### config.mk
export PLATFORM = sky130hd
export DESIGN_NAME = delimited_receive_ring_buffer
export DESIGN_NICKNAME = d
export VERILOG_FILES = /design/src/rtl/core/drbf_pkg.sv /design/src/rtl/core/drbf_ram.sv /design/src/rtl/core/drbf_scan.sv /design/src/rtl/core/delimited_receive_ring_buffer.sv
export SDC_FILE = /design/constraint.sdc
export NUM_CORES = 2
export LEC_CHECK = 0
export BUFFER_PORTS_ARGS = -buffer_cell sky130_fd_sc_hd__buf_2
export CORE_MARGIN = 2
export CORE_UTILIZATION = 30
export DETAILED_ROUTE_END_ITERATION = 10
export PLACE_DENSITY = 0.48
export SYNTH_ARGS = -nofsm -noshare
export SYNTH_HDL_FRONTEND = slang
export SYNTH_HIERARCHICAL = 1
export SYNTH_SLANG_ARGS = --single-unit
### constraint.sdc
create_clock -name clock -period 7 [get_ports clock]
set_clock_uncertainty 0.1 [all_clocks]
set_input_delay 1.05 -clock clock [delete_from_list [all_inputs] [get_ports clock]]
set_output_delay 1.05 -clock clock [all_outputs]
set_load 0.03 [all_outputs]
### src/rtl/core/drbf_pkg.sv
package drbf_pkg;

   // Field widths of the request and response channels.
   localparam int OPCODE_W = 3;
   localparam int BYTE_W   = 8;
   localparam int AMOUNT_W = 9;
   localparam int FILL_W   = 9;
   localparam int SIZE_W   = 9;
   localparam int ERR_W    = 2;

   // Opcodes.
   localparam logic [OPCODE_W-1:0] OP_PUSH   = 3'd0;
   localparam logic [OPCODE_W-1:0] OP_POP    = 3'd1;
   localparam logic [OPCODE_W-1:0] OP_CLEAR  = 3'd2;
   localparam logic [OPCODE_W-1:0] OP_STATUS = 3'd3;
   localparam logic [OPCODE_W-1:0] OP_SIZE   = 3'd4;

   // Error codes.
   localparam logic [ERR_W-1:0] ERR_NONE     = 2'd0;
   localparam logic [ERR_W-1:0] ERR_REFUSED  = 2'd1;
   localparam logic [ERR_W-1:0] ERR_NO_DELIM = 2'd2;

   // Register file.
   localparam int CSR_ADDR_W  = 3;
   localparam int CSR_DATA_W  = 32;
   localparam int CSR_INDEX_W = 1;
   localparam logic [CSR_INDEX_W-1:0] CSR_FULL_MARGIN = 1'b0;
   localparam logic [CSR_INDEX_W-1:0] CSR_DELIMITER   = 1'b1;

   localparam logic [BYTE_W-1:0] FULL_MARGIN_RESET = 8'd8;
   localparam logic [BYTE_W-1:0] DELIMITER_RESET   = 8'd0;

endpackage

### src/rtl/core/drbf_ram.sv
module drbf_ram #(
   parameter int WIDTH = 8,
   parameter int DEPTH = 256
) (
   input  logic                     clock,
   input  logic                     we,
   input  logic [$clog2(DEPTH)-1:0] waddr,
   input  logic [WIDTH-1:0]         wdata,
   input  logic [$clog2(DEPTH)-1:0] raddr,
   output logic [WIDTH-1:0]         rdata
);

   logic [WIDTH-1:0] mem_ff [DEPTH];
   logic [WIDTH-1:0] rdata_ff;

   always_ff @(posedge clock) begin
      if (we) begin
         mem_ff[waddr] <= wdata;
      end
      rdata_ff <= mem_ff[raddr];
   end

   assign rdata = rdata_ff;

endmodule

### src/rtl/core/drbf_scan.sv
module drbf_scan #(
   parameter int CAPACITY = 256
) (
   input  logic                              clock,
   input  logic                              reset,
   input  logic                              start,
   input  logic [$clog2(CAPACITY)-1:0]       start_ptr,
   input  logic [$clog2(CAPACITY+1)-1:0]     length,
   input  logic [drbf_pkg::BYTE_W-1:0]       delimiter,
   input  logic [drbf_pkg::BYTE_W-1:0]       rdata,
   output logic [$clog2(CAPACITY)-1:0]       raddr,
   output logic                              done,
   output logic [$clog2(CAPACITY+1)-1:0]     count,
   output logic [$clog2(CAPACITY+1)-1:0]     first
);

   import drbf_pkg::*;

   localparam int PTR_W = $clog2(CAPACITY);
   localparam int CNT_W = $clog2(CAPACITY + 1);
   localparam logic [PTR_W-1:0] PTR_LAST = PTR_W'(CAPACITY - 1);

   logic             active_ff, active_in;
   logic             pend_ff, pend_in;
   logic [CNT_W-1:0] issue_ff, issue_in;
   logic [CNT_W-1:0] pend_off_ff, pend_off_in;
   logic [CNT_W-1:0] len_ff, len_in;
   logic [PTR_W-1:0] addr_ff, addr_in;
   logic [CNT_W-1:0] count_ff, count_in;
   logic [CNT_W-1:0] first_ff, first_in;

   // The read for offset n is issued in one cycle and compared in the next,
   // so the scan is done once every offset is issued and nothing is pending.
   assign done = active_ff && (issue_ff == len_ff) && !pend_ff;

   always_comb begin
      active_in   = active_ff;
      pend_in     = 1'b0;
      issue_in    = issue_ff;
      pend_off_in = pend_off_ff;
      len_in      = len_ff;
      addr_in     = addr_ff;
      count_in    = count_ff;
      first_in    = first_ff;
      if (start) begin
         active_in = 1'b1;
         issue_in  = '0;
         len_in    = length;
         addr_in   = start_ptr;
         count_in  = '0;
         first_in  = '0;
      end else if (active_ff) begin
         if (issue_ff != len_ff) begin
            pend_in     = 1'b1;
            pend_off_in = issue_ff;
            issue_in    = issue_ff + 1'b1;
            addr_in     = (addr_ff == PTR_LAST) ? '0 : addr_ff + 1'b1;
         end
         if (pend_ff && (rdata == delimiter)) begin
            count_in = count_ff + 1'b1;
            if (first_ff == '0) begin
               first_in = pend_off_ff + 1'b1;
            end
         end
         if (done) begin
            active_in = 1'b0;
         end
      end
   end

   always_ff @(posedge clock) begin
      if (reset) begin
         active_ff <= 1'b0;
         pend_ff   <= 1'b0;
      end else begin
         active_ff <= active_in;
         pend_ff   <= pend_in;
      end
      issue_ff    <= issue_in;
      pend_off_ff <= pend_off_in;
      len_ff      <= len_in;
      addr_ff     <= addr_in;
      count_ff    <= count_in;
      first_ff    <= first_in;
   end

   assign raddr = addr_ff;
   assign count = count_ff;
   assign first = first_ff;

endmodule

### src/rtl/core/delimited_receive_ring_buffer.sv
// Byte receive ring buffer with packet-delimiter tracking.
// An item is a command on req_opcode (push, pop, clear, status, packet size),
// accepted at a clock edge where start is high and busy is low. Each item
// gives at most one result, shown on the rsp_ ports for one cycle with
// rsp_valid high, in the cycle after the item finishes; the receiver takes
// it at that cycle's closing edge and cannot hold it off.
// Push, status, refusals, a clear of zero bytes and the unused opcodes finish
// at acceptance: busy stays low and a new item can follow in the next cycle.
// A pop passes through the pop state, as the byte store's read is registered.
// Clear and packet size recount the held bytes through the store's single
// read port, one byte per cycle. A delimiter register write outside a pop
// starts the same recount, restarting one under way (a clear or packet
// size cut short gives none); busy is high from the write until it ends.
// The register port (csr_) holds full_margin at byte address 0 and
// delimiter_value at byte address 4; pready is always high.
// Synchronous reset empties the buffer, clears the overflow flag and loads
// the register defaults; the byte store itself is not cleared, as only
// bytes that were pushed are ever read.
module delimited_receive_ring_buffer #(
   parameter int CAPACITY = 256
) (
   input  logic                                 clock,
   input  logic                                 reset,
   input  logic                                 start,
   output logic                                 busy,
   input  logic [drbf_pkg::OPCODE_W-1:0]        req_opcode,
   input  logic [drbf_pkg::BYTE_W-1:0]          req_data_byte,
   input  logic [drbf_pkg::AMOUNT_W-1:0]        req_amount,
   output logic                                 rsp_valid,
   output logic [drbf_pkg::BYTE_W-1:0]          rsp_read_byte,
   output logic                                 rsp_is_delimiter,
   output logic [drbf_pkg::FILL_W-1:0]          rsp_fill_count,
   output logic                                 rsp_new_packet,
   output logic                                 rsp_full_flag,
   output logic                                 rsp_overflow_flag,
   output logic [drbf_pkg::SIZE_W-1:0]          rsp_packet_size,
   output logic [drbf_pkg::ERR_W-1:0]           rsp_error_code,
   input  logic                                 csr_psel,
   input  logic                                 csr_penable,
   input  logic                                 csr_pwrite,
   input  logic [drbf_pkg::CSR_ADDR_W-1:0]      csr_paddr,
   input  logic [drbf_pkg::CSR_DATA_W-1:0]      csr_pwdata,
   output logic [drbf_pkg::CSR_DATA_W-1:0]      csr_prdata,
   output logic                                 csr_pready
);

   import drbf_pkg::*;

   localparam int PTR_W = $clog2(CAPACITY);
   localparam int CNT_W = $clog2(CAPACITY + 1);
   localparam int CMP_W = (CNT_W > AMOUNT_W) ? CNT_W : AMOUNT_W;
   localparam int SUM_W = CNT_W + 1;
   localparam logic [PTR_W-1:0] PTR_LAST = PTR_W'(CAPACITY - 1);
   localparam logic [CNT_W-1:0] CAP_CNT  = CNT_W'(CAPACITY);
   localparam logic [SUM_W-1:0] CAP_SUM  = SUM_W'(CAPACITY);

   typedef enum logic [1:0] {
      ST_IDLE,
      ST_POP,
      ST_SCAN
   } state_type;

   typedef enum logic [1:0] {
      KIND_RECOUNT,
      KIND_CLEAR,
      KIND_SIZE
   } kind_type;

   state_type        state_ff, state_in;
   kind_type         kind_ff, kind_in;
   logic [PTR_W-1:0] rp_ff, rp_in;
   logic [PTR_W-1:0] wp_ff, wp_in;
   logic [CNT_W-1:0] fill_ff, fill_in;
   logic [CNT_W-1:0] count_ff, count_in;
   logic             ovf_ff, ovf_in;
   logic [BYTE_W-1:0] margin_ff, margin_in;
   logic [BYTE_W-1:0] delim_ff, delim_in;

   logic              rsp_valid_ff;
   logic [BYTE_W-1:0] rsp_byte_ff;
   logic              rsp_isdel_ff;
   logic [FILL_W-1:0] rsp_fill_ff;
   logic              rsp_newpkt_ff;
   logic              rsp_full_ff;
   logic              rsp_ovf_ff;
   logic [SIZE_W-1:0] rsp_size_ff;
   logic [ERR_W-1:0]  rsp_err_ff;

   logic              finish;
   logic [BYTE_W-1:0] res_byte;
   logic              res_isdel;
   logic [CNT_W-1:0]  res_size;
   logic [ERR_W-1:0]  res_err;

   logic                   csr_write;
   logic [CSR_INDEX_W-1:0] csr_index;
   logic                   delim_write;
   logic                   accept;

   logic              ram_we;
   logic [PTR_W-1:0]  ram_raddr;
   logic [BYTE_W-1:0] ram_rdata;

   logic             scan_start;
   logic [PTR_W-1:0] scan_ptr;
   logic [CNT_W-1:0] scan_len;
   logic [PTR_W-1:0] scan_raddr;
   logic             scan_done;
   logic [CNT_W-1:0] scan_count;
   logic [CNT_W-1:0] scan_first;

   logic [CMP_W-1:0] amount_w;
   logic [CMP_W-1:0] fill_w;
   logic [CNT_W-1:0] amount_sat;
   logic [SUM_W-1:0] rp_sum;
   logic [PTR_W-1:0] rp_cleared;
   logic [CNT_W-1:0] free_space;
   logic             full_next;

   // Register port.
   assign csr_pready  = 1'b1;
   assign csr_write   = csr_psel && csr_penable && csr_pwrite;
   assign csr_index   = csr_paddr[CSR_ADDR_W-1:2];
   assign delim_write = csr_write && (csr_index == CSR_DELIMITER);

   always_comb begin
      case (csr_index)
         CSR_FULL_MARGIN: csr_prdata = CSR_DATA_W'(margin_ff);
         CSR_DELIMITER:   csr_prdata = CSR_DATA_W'(delim_ff);
         default:         csr_prdata = '0;
      endcase
   end

   always_comb begin
      margin_in = margin_ff;
      delim_in  = delim_ff;
      if (csr_write && (csr_index == CSR_FULL_MARGIN)) begin
         margin_in = csr_pwdata[BYTE_W-1:0];
      end
      if (delim_write) begin
         delim_in = csr_pwdata[BYTE_W-1:0];
      end
   end

   // A delimiter write holds off a new item for the cycle it lands in.
   assign busy   = (state_ff != ST_IDLE) || delim_write;
   assign accept = start && !busy;

   // Clear amount saturated to the fill level, and the read pointer after it.
   assign amount_w   = CMP_W'(req_amount);
   assign fill_w     = CMP_W'(fill_ff);
   assign amount_sat = CNT_W'((amount_w > fill_w) ? fill_w : amount_w);
   assign rp_sum     = SUM_W'(rp_ff) + SUM_W'(amount_sat);
   assign rp_cleared = PTR_W'((rp_sum >= CAP_SUM) ? rp_sum - CAP_SUM : rp_sum);

   always_comb begin
      state_in   = state_ff;
      kind_in    = kind_ff;
      rp_in      = rp_ff;
      wp_in      = wp_ff;
      fill_in    = fill_ff;
      count_in   = count_ff;
      ovf_in     = ovf_ff;
      finish     = 1'b0;
      res_byte   = '0;
      res_isdel  = 1'b0;
      res_size   = '0;
      res_err    = ERR_NONE;
      ram_we     = 1'b0;
      scan_start = 1'b0;
      scan_ptr   = rp_ff;
      scan_len   = fill_ff;
      case (state_ff)
         ST_IDLE: begin
            if (delim_write) begin
               scan_start = 1'b1;
               kind_in    = KIND_RECOUNT;
               state_in   = ST_SCAN;
            end else if (accept) begin
               case (req_opcode)
                  OP_PUSH: begin
                     finish = 1'b1;
                     if (fill_ff == CAP_CNT) begin
                        ovf_in  = 1'b1;
                        res_err = ERR_REFUSED;
                     end else begin
                        ram_we  = 1'b1;
                        wp_in   = (wp_ff == PTR_LAST) ? '0 : wp_ff + 1'b1;
                        fill_in = fill_ff + 1'b1;
                        if (req_data_byte == delim_ff) begin
                           count_in = count_ff + 1'b1;
                        end
                     end
                  end
                  OP_POP: begin
                     if (fill_ff == '0) begin
                        finish  = 1'b1;
                        res_err = ERR_REFUSED;
                     end else begin
                        state_in = ST_POP;
                     end
                  end
                  OP_CLEAR: begin
                     if (amount_sat == '0) begin
                        finish = 1'b1;
                     end else begin
                        rp_in      = rp_cleared;
                        fill_in    = fill_ff - amount_sat;
                        ovf_in     = 1'b0;
                        scan_start = 1'b1;
                        scan_ptr   = rp_cleared;
                        scan_len   = fill_ff - amount_sat;
                        kind_in    = KIND_CLEAR;
                        state_in   = ST_SCAN;
                     end
                  end
                  OP_SIZE: begin
                     scan_start = 1'b1;
                     kind_in    = KIND_SIZE;
                     state_in   = ST_SCAN;
                  end
                  default: begin
                     finish = 1'b1;
                  end
               endcase
            end
         end
         ST_POP: begin
            finish   = 1'b1;
            res_byte = ram_rdata;
            rp_in    = (rp_ff == PTR_LAST) ? '0 : rp_ff + 1'b1;
            fill_in  = fill_ff - 1'b1;
            ovf_in   = 1'b0;
            if (ram_rdata == delim_ff) begin
               res_isdel = 1'b1;
               if (count_ff != '0) begin
                  count_in = count_ff - 1'b1;
               end
            end
            state_in = ST_IDLE;
         end
         ST_SCAN: begin
            if (delim_write) begin
               // A new delimiter restarts the recount from the top.
               scan_start = 1'b1;
               kind_in    = KIND_RECOUNT;
            end else if (scan_done) begin
               count_in = scan_count;
               state_in = ST_IDLE;
               if (kind_ff != KIND_RECOUNT) begin
                  finish = 1'b1;
               end
               if (kind_ff == KIND_SIZE) begin
                  res_size = scan_first;
                  res_err  = (scan_first == '0) ? ERR_NO_DELIM : ERR_NONE;
               end
            end
         end
         default: begin
            state_in = ST_IDLE;
         end
      endcase
   end

   assign free_space = CAP_CNT - fill_in;
   assign full_next  = CMP_W'(free_space) <= CMP_W'(margin_ff);

   // The store is read at the read pointer while idle, ready for a pop.
   assign ram_raddr = (state_ff == ST_IDLE) ? rp_ff : scan_raddr;

   always_ff @(posedge clock) begin
      if (reset) begin
         state_ff     <= ST_IDLE;
         kind_ff      <= KIND_RECOUNT;
         rp_ff        <= '0;
         wp_ff        <= '0;
         fill_ff      <= '0;
         count_ff     <= '0;
         ovf_ff       <= 1'b0;
         margin_ff    <= FULL_MARGIN_RESET;
         delim_ff     <= DELIMITER_RESET;
         rsp_valid_ff <= 1'b0;
      end else begin
         state_ff     <= state_in;
         kind_ff      <= kind_in;
         rp_ff        <= rp_in;
         wp_ff        <= wp_in;
         fill_ff      <= fill_in;
         count_ff     <= count_in;
         ovf_ff       <= ovf_in;
         margin_ff    <= margin_in;
         delim_ff     <= delim_in;
         rsp_valid_ff <= finish;
      end
      if (finish) begin
         rsp_byte_ff   <= res_byte;
         rsp_isdel_ff  <= res_isdel;
         rsp_fill_ff   <= FILL_W'(fill_in);
         rsp_newpkt_ff <= (count_in != '0);
         rsp_full_ff   <= full_next;
         rsp_ovf_ff    <= ovf_in;
         rsp_size_ff   <= SIZE_W'(res_size);
         rsp_err_ff    <= res_err;
      end
   end

   assign rsp_valid         = rsp_valid_ff;
   assign rsp_read_byte     = rsp_byte_ff;
   assign rsp_is_delimiter  = rsp_isdel_ff;
   assign rsp_fill_count    = rsp_fill_ff;
   assign rsp_new_packet    = rsp_newpkt_ff;
   assign rsp_full_flag     = rsp_full_ff;
   assign rsp_overflow_flag = rsp_ovf_ff;
   assign rsp_packet_size   = rsp_size_ff;
   assign rsp_error_code    = rsp_err_ff;

   drbf_ram #(
      .WIDTH (BYTE_W),
      .DEPTH (CAPACITY)
   ) u_store (
      .clock (clock),
      .we    (ram_we),
      .waddr (wp_ff),
      .wdata (req_data_byte),
      .raddr (ram_raddr),
      .rdata (ram_rdata)
   );

   drbf_scan #(
      .CAPACITY (CAPACITY)
   ) u_scan (
      .clock     (clock),
      .reset     (reset),
      .start     (scan_start),
      .start_ptr (scan_ptr),
      .length    (scan_len),
      .delimiter (delim_ff),
      .rdata     (ram_rdata),
      .raddr     (scan_raddr),
      .done      (scan_done),
      .count     (scan_count),
      .first     (scan_first)
   );

endmodule

# After elaboration in Yosys (flattened, before gate mapping)
# Memories as Yosys holds them, arrays and structs flattened. A register that Yosys moved wholly into a read port is not among the register bits.
# Index checks and enable logic that the tools add are counted.
totals:
  register_bits: 143
  mem_bits_rw: 2048
  output_inout_bits: 67
  elab_cells: 201
  memories: 1
op_classes:
  addsub: 14
  magnitude_cmp: 3
  eq_ne: 22
  muxes: 93
  bitwise_logic: 8
  reduce_logical: 34
mem_list:
  columns: ["name", "words", "word_bits", "read_ports", "rd_ports_with_merged_regs", "write_ports", "line_no", "source"]
  rows:
  - ["u_store.mem_ff", 256, 8, 1, 1, 1, "drbf_ram.sv:13", "logic [WIDTH-1:0] mem_ff [DEPTH];"]
ops:
  columns: ["op", "count"]
  rows:
  - ["$mux W9", 18]
  - ["$mux W8", 13]
  - ["$pmux W32 S2", 1]
  - ["$add A9 B1 Y9 const B", 5]
  - ["$pmux W9 S2", 2]
  - ["$mux W1", 31]
  - ["$mux W2", 14]
  - ["$logic_not A9 Y1", 3]
  - ["$pmux W9 S3", 1]
  - ["$add A8 B1 Y8 const B", 3]
  - ["$eq A8 B8 Y1 const B", 3]
  - ["$reduce_bool A9 Y1", 2]
  - ["$sub A9 B1 Y9 const B", 2]
  - ["$eq A8 B8 Y1", 2]
  - ["$pmux W2 S2", 4]
  - ["$pmux W8 S2", 1]
  - ["$reduce_bool A2 Y1", 6]
  - ["$add A8 B9 Y10", 1]
  - ["$ge A10 B9 Y1 const B", 1]
  - ["$pmux W1 S2", 5]
  - ["$reduce_and A5 Y1", 2]
  - ["$eq A9 B9 Y1", 1]
  - ["$eq A9 B9 Y1 const B", 1]
  - ["$gt A9 B9 Y1", 1]
  - ["28 further kinds", 51]

# Logic depth before layout (Yosys ltp)
depth:
  depth_word: 11
  ltp_mapped: 26

# Cells and area by module
# Netlist, hierarchy kept.
by_module_without_submodules:
  columns: ["mod", "n_inst", "cells_per_inst", "area_each_um2"]
  rows:
  - ["drbf_ram", 1, 3733, 79556.3]
  - ["delimited_receive_ring_buffer", 1, 859, 6884.1]
  - ["drbf_scan", 1, 250, 2556.2]

# Worst setup path before layout
# No wires, ideal clock.
synth_timing:
  kind: "in2reg"
  start: "input req_amount[8] in the netlist's numbering"
  end: "register rsp_full_ff, in the netlist rsp_full_flag (data pin)"
  arrival_ps: 5461
  t_required_ps: 6751
  path_slack_ps: 1291
  path_stages: 21
  cell_sequence: "ha_1 -> nand2_1 -> o21ai_1 -> o2bb2ai_1 -> nor2_1 -> mux2_2 -> fa_1 -> nor4_1 -> or3b_2 -> inv_1 -> ha_1 -> ha_1 -> nor2b_1 -> o21a_1 -> o21a_1 -> o21a_1 -> o21a_1 -> o21ai_0 -> a21o_1 -> nand2_1 -> mux2i_1"
synth_via:
  elab_chain_len: 10
  word_cells_on_any_way: 11
synth_lines:
  columns: ["item", "line_no", "source"]
  rows:
  - ["start: declaration", "delimited_receive_ring_buffer.sv:28", "input logic [drbf_pkg::AMOUNT_W-1:0] req_amount,"]
  - ["$gt A9 B9 Y1", "delimited_receive_ring_buffer.sv:152", "assign amount_sat = CNT_W'((amount_w > fill_w) ? fill_w : amount_w);"]
  - ["$mux W9 (*)", "delimited_receive_ring_buffer.sv:152", null]
  - ["$sub A9 B9 Y9 or $logic_not A9 Y1 (tied branches)", "delimited_receive_ring_buffer.sv:208, delimited_receive_ring_buffer.sv:204", null]
  - ["$mux W9 (*)", "delimited_receive_ring_buffer.sv:204", "if (amount_sat == '0) begin"]
  - ["$pmux W9 S2 (*)", "delimited_receive_ring_buffer.sv:180", "case (req_opcode)"]
  - ["$mux W9 (*)", "delimited_receive_ring_buffer.sv:179", "end else if (accept) begin"]
  - ["$mux W9 (*)", "delimited_receive_ring_buffer.sv:175", "if (delim_write) begin"]
  - ["$pmux W9 S2 (*)", "delimited_receive_ring_buffer.sv:173", "case (state_ff)"]
  - ["via fill_in[1]", "delimited_receive_ring_buffer.sv:73", "logic [CNT_W-1:0] fill_ff, fill_in;"]
  - ["$sub A9 B9 Y9 (*)", "delimited_receive_ring_buffer.sv:265", "assign free_space = CAP_CNT - fill_in;"]
  - ["$le A9 B8 Y1 (*)", "delimited_receive_ring_buffer.sv:266", "assign full_next = CMP_W'(free_space) <= CMP_W'(margin_ff);"]
  - ["via full_next", "delimited_receive_ring_buffer.sv:118", "logic full_next;"]
  - ["end signal: assignment", "delimited_receive_ring_buffer.sv:300", "rsp_full_ff <= full_next;"]
  - ["end: declaration", "delimited_receive_ring_buffer.sv:84", "logic rsp_full_ff;"]
# The timed path passes the listed nets; every way through them passes the cells marked *.
# A chain may end at the register's enable or synchronous reset.

# Final worst setup path
layout_timing:
  start: "register fill_ff[2]"
  end: "register rsp_full_ff, in the netlist rsp_full_flag (data pin)"
layout_via:
  elab_chain_len: 10
  word_cells_on_any_way: 15
layout_lines:
  columns: ["item", "line_no", "source"]
  rows:
  - ["start: declaration", "delimited_receive_ring_buffer.sv:73", null]
  - ["start signal: assignment", "delimited_receive_ring_buffer.sv:288", "fill_ff <= fill_in;"]
  - ["$gt A9 B9 Y1", "delimited_receive_ring_buffer.sv:152", null]
  - ["$mux W9", "delimited_receive_ring_buffer.sv:152", null]
  - ["$sub A9 B9 Y9 or $logic_not A9 Y1 (tied branches)", "delimited_receive_ring_buffer.sv:208, delimited_receive_ring_buffer.sv:204", null]
  - ["$mux W9", "delimited_receive_ring_buffer.sv:204", null]
  - ["$pmux W9 S2 (*)", "delimited_receive_ring_buffer.sv:180", null]
  - ["$mux W9 (*)", "delimited_receive_ring_buffer.sv:179", null]
  - ["$mux W9 (*)", "delimited_receive_ring_buffer.sv:175", null]
  - ["$pmux W9 S2 (*)", "delimited_receive_ring_buffer.sv:173", null]
  - ["via fill_in[1]", "delimited_receive_ring_buffer.sv:73", null]
  - ["$sub A9 B9 Y9 (*)", "delimited_receive_ring_buffer.sv:265", null]
  - ["$le A9 B8 Y1 (*)", "delimited_receive_ring_buffer.sv:266", null]
  - ["via full_next", "delimited_receive_ring_buffer.sv:118", null]
# Marked as above.

==> flow_metrics.tcl <==
set metrics [dict create \
    cts.sinks 2199 \
    hold_buffers 0 \
    wl_met3_um 14900 \
    synth.mux.area_fraction_pct 13.6 \
    synth_xor_xnor_area_share_pct 0.846 \
    multiInputGateArea_mm2 0.0221 \
    power_density_mw_per_mm2 287 \
    drt_pass1_iterations 7 \
    clk_pin_slew_ps 60 \
    path_class "reg2reg" \
    place_congestion 0.843 \
    drt-total-wl_um 247000 \
    die_y_um 549 \
    outcome "finished with violations" \
    htreeDepth 4 \
    grt_setup_unrepaired "no" \
    grt_pass1_vias 46900 \
    synth_seq_cells 2199 \
    grt.total_usage_pct 16.2 \
    yosysTopAreaCellShare_pct 71.1 \
    cp-end-kind "flip-flop" \
    hold_viol 0 \
    synth.most_common_cell "edfxtp_1" \
    finalInstanceArea_mm2 0.101 \
    ir_drop_mv 0.204 \
    cts_root_buffer "clkbuf_16" \
    async_reset_ff_share_pct 0 \
    maxUsedRoutingLayer "met5" \
    grt_pass1_wl_um 352000 \
    cp_data_required_time_ps 7610 \
    synth_edf_count 2106 \
    fin_ws_ps 722 \
    die_x_um 549 \
    yosysWarnings 6 \
    drtIter0Drc 5067 \
    grt_overflow_total 0 \
    yosysUniqueCellTypes 92 \
    wl_met1_um 111000 \
    vias_per_cell 5.12 \
    place_ws_ps 483 \
    power_leakage_uw 0.0305 \
    cts_buffer_depth 3 \
    fill_cells 27800 \
    hold_path.class "in2reg" \
    worst-path-max-fanout 13 \
    synth-simple-area-share_pct 4.85 \
    synthToLayoutAreaGrowth_pct 13.7 \
    grt_max_degree 145 \
    dieArea_mm2 0.301 \
    place_area_mm2 0.0940 \
    fin_crit_sh_pct 89.7 \
    worst_pin_slew_ps 1490 \
    wl_met2_um 115000 \
    numCtsBuffers 228 \
    clock_latency_ps 900 \
    drv_cap 1 \
    cts_tree "done" \
    cts-resized-gates 0 \
    synthAdderAreaFrac_pct 0.650 \
    io_buffers 76 \
    synth_area_per_cell_um2 18.4 \
    num_rows 199 \
    synth_top_area_cell "edfxtp_1" \
    synth.cell_area_mm2 0.0890 \
    final_antenna_net_count 0 \
    yosys_most_used_dff "edfxtp_1" \
    core-area_mm2 0.295 \
    drive_gt1_share_pct 20.1 \
    nets 5110 \
    antenna_found_initial 13 \
    start_util_pct 30.2 \
    violations "max-capacitance violations, max-slew violations" \
    finalSetupViolCount 0 \
    max_freq_ghz 0.159 \
    crit_arrival_ps 6890 \
    synth_area_leaders "edfxtp_1 (71%), mux4_2 (11%), dfxtp_1 (2.1%)" \
    setup_tns_ps 0 \
    seq_area_mm2 0.0651 \
    yosysSeqAreaShare_pct 73.2 \
    slew-limit-headroom_pct -0.526 \
    vias 46700 \
    drc 0 \
    slew_violations 1 \
    pin_count 128 \
    synth_top_family_by_area "multiplexers" \
    synthTopCellsByCount "edfxtp_1 (2106), mux4_2 (454), nor2_1 (374)" \
    postCtsSetupBuffers 0 \
    cp-start-kind "flip-flop" \
    synth-compound-area-share_pct 4.66 \
    post_drt_wl_per_cell_um 27.1 \
    final_util_pct 34.4 \
    hpwl_um 156000 \
    fin_crit_ps 6280 \
    synthCells 4842 \
]
cell type report:
class                      count  share of cell area [%]
antenna                        2                 0.00495
timing repair buffer         220                    1.78
clock buffer                 306                    6.01
sequential                  2199                    64.3
inverter                      46                   0.171
tap                         3919                    4.85
clock inverter               117                    1.07
multi-input combinational   2309                    21.8
through the flow:
stage                     total power [uW]  hold slack [ps]  instances
final                                29100              343       9118
after CTS                            29400              265       9116
after global placement               17700              347       8693
after detailed placement             17700              348       8693
after global routing                 30100              299       9116
after floorplan                      16600              336       4865
metal layers:
layer | global-route usage [%] | vias up
met1 | 23.2 | 24900
met3 | 2.45 | 323
met5 | 0 | -
li1 | - | 20000
met4 | 4.44 | 4
met2 | 25.5 | 1522
sequential cells by signal, summed over array words and instances, names as in the netlist, 9 cells and up:
register	cells
u_scan/pend_off_ff	9
u_scan/issue_ff	9
u_scan/len_ff	9
u_store/mem_ff	2048
rsp_packet_size	9
u_scan/count	9
rsp_fill_count	9
count_ff	9
fill_ff	9
u_scan/first	9
worst max-delay path, cell delays in order, from the launching register on:
cell	delay, ps
dfxtp_1	670
inv_1	200
ha_1	330
a21oi_1	150
o21ai_1	120
nor3_1	490
nor2_1	240
o21ai_0	460
ha_1	290
fa_1	480
nor4_1	390
or3b_2	210
inv_1	50
ha_1	300
ha_1	290
nor2b_1	140
o21a_1	170
o21a_1	170
o21a_1	160
o21a_1	170
o21ai_0	140
a21o_1	150
nand2_1	50
mux2i_1	160
cell usage in the layout, fill, tap and decap left out, drive strengths merged, types with 26 or more instances in the layout:
master / synthesis / final
xor2: 46 / 46
mux4: 456 / 456
clkbuf: 151 / 306
ha: 43 / 43
nor2: 374 / 374
nand2: 164 / 164
o221ai: 50 / 50
inv: 44 / 53
dfxtp: 93 / 93
nand4: 33 / 33
nand3: 71 / 71
edfxtp: 2106 / 2106
and2: 26 / 26
o21ai: 79 / 79
a22oi: 137 / 137
nor3: 53 / 53
o22ai: 37 / 37
clkinv: 2 / 92
buf: 160 / 220
nor4: 49 / 49
a21oi: 179 / 179
xnor2: 40 / 40
mux2i: 150 / 150
nor2b: 50 / 50
path summary, 6_finish.rpt:
path	from	end	slack, ps	cells after the start
worst min-delay path	csr_pwdata[3]	margin_ff[3]	340	2
worst max register to register	fill_ff[2]	rsp_full_flag	720	23
worst min register to register	margin_ff[5]	margin_ff[5]	360	2
worst max-delay path	fill_ff[2]	rsp_full_flag	720	23
power breakdown:
group | internal (uW) | total (uW) | switching, uW | leakage (uW)
clock network | 6630 | 11700 | 5060 | 0.00349
registers | 14500 | 14600 | 95.6 | 0.0197
logic | 1040 | 2780 | 1740 | 0.00729
total | 22200 | 29100 | 6900 | 0.0305
cells by family (layout without fill, tap and decap cells):
logic type,Yosys count,count (layout)
buffers and inverters,357,689
adders and majority gates,45,45
xor gates and xnor gates,86,86
AOI/OAI and AO/OA,619,619
DFF,2199,2199
and+or+nand+nor,903,903
muxes,631,631
other,2,27
Power figures use the tool's default switching activity.
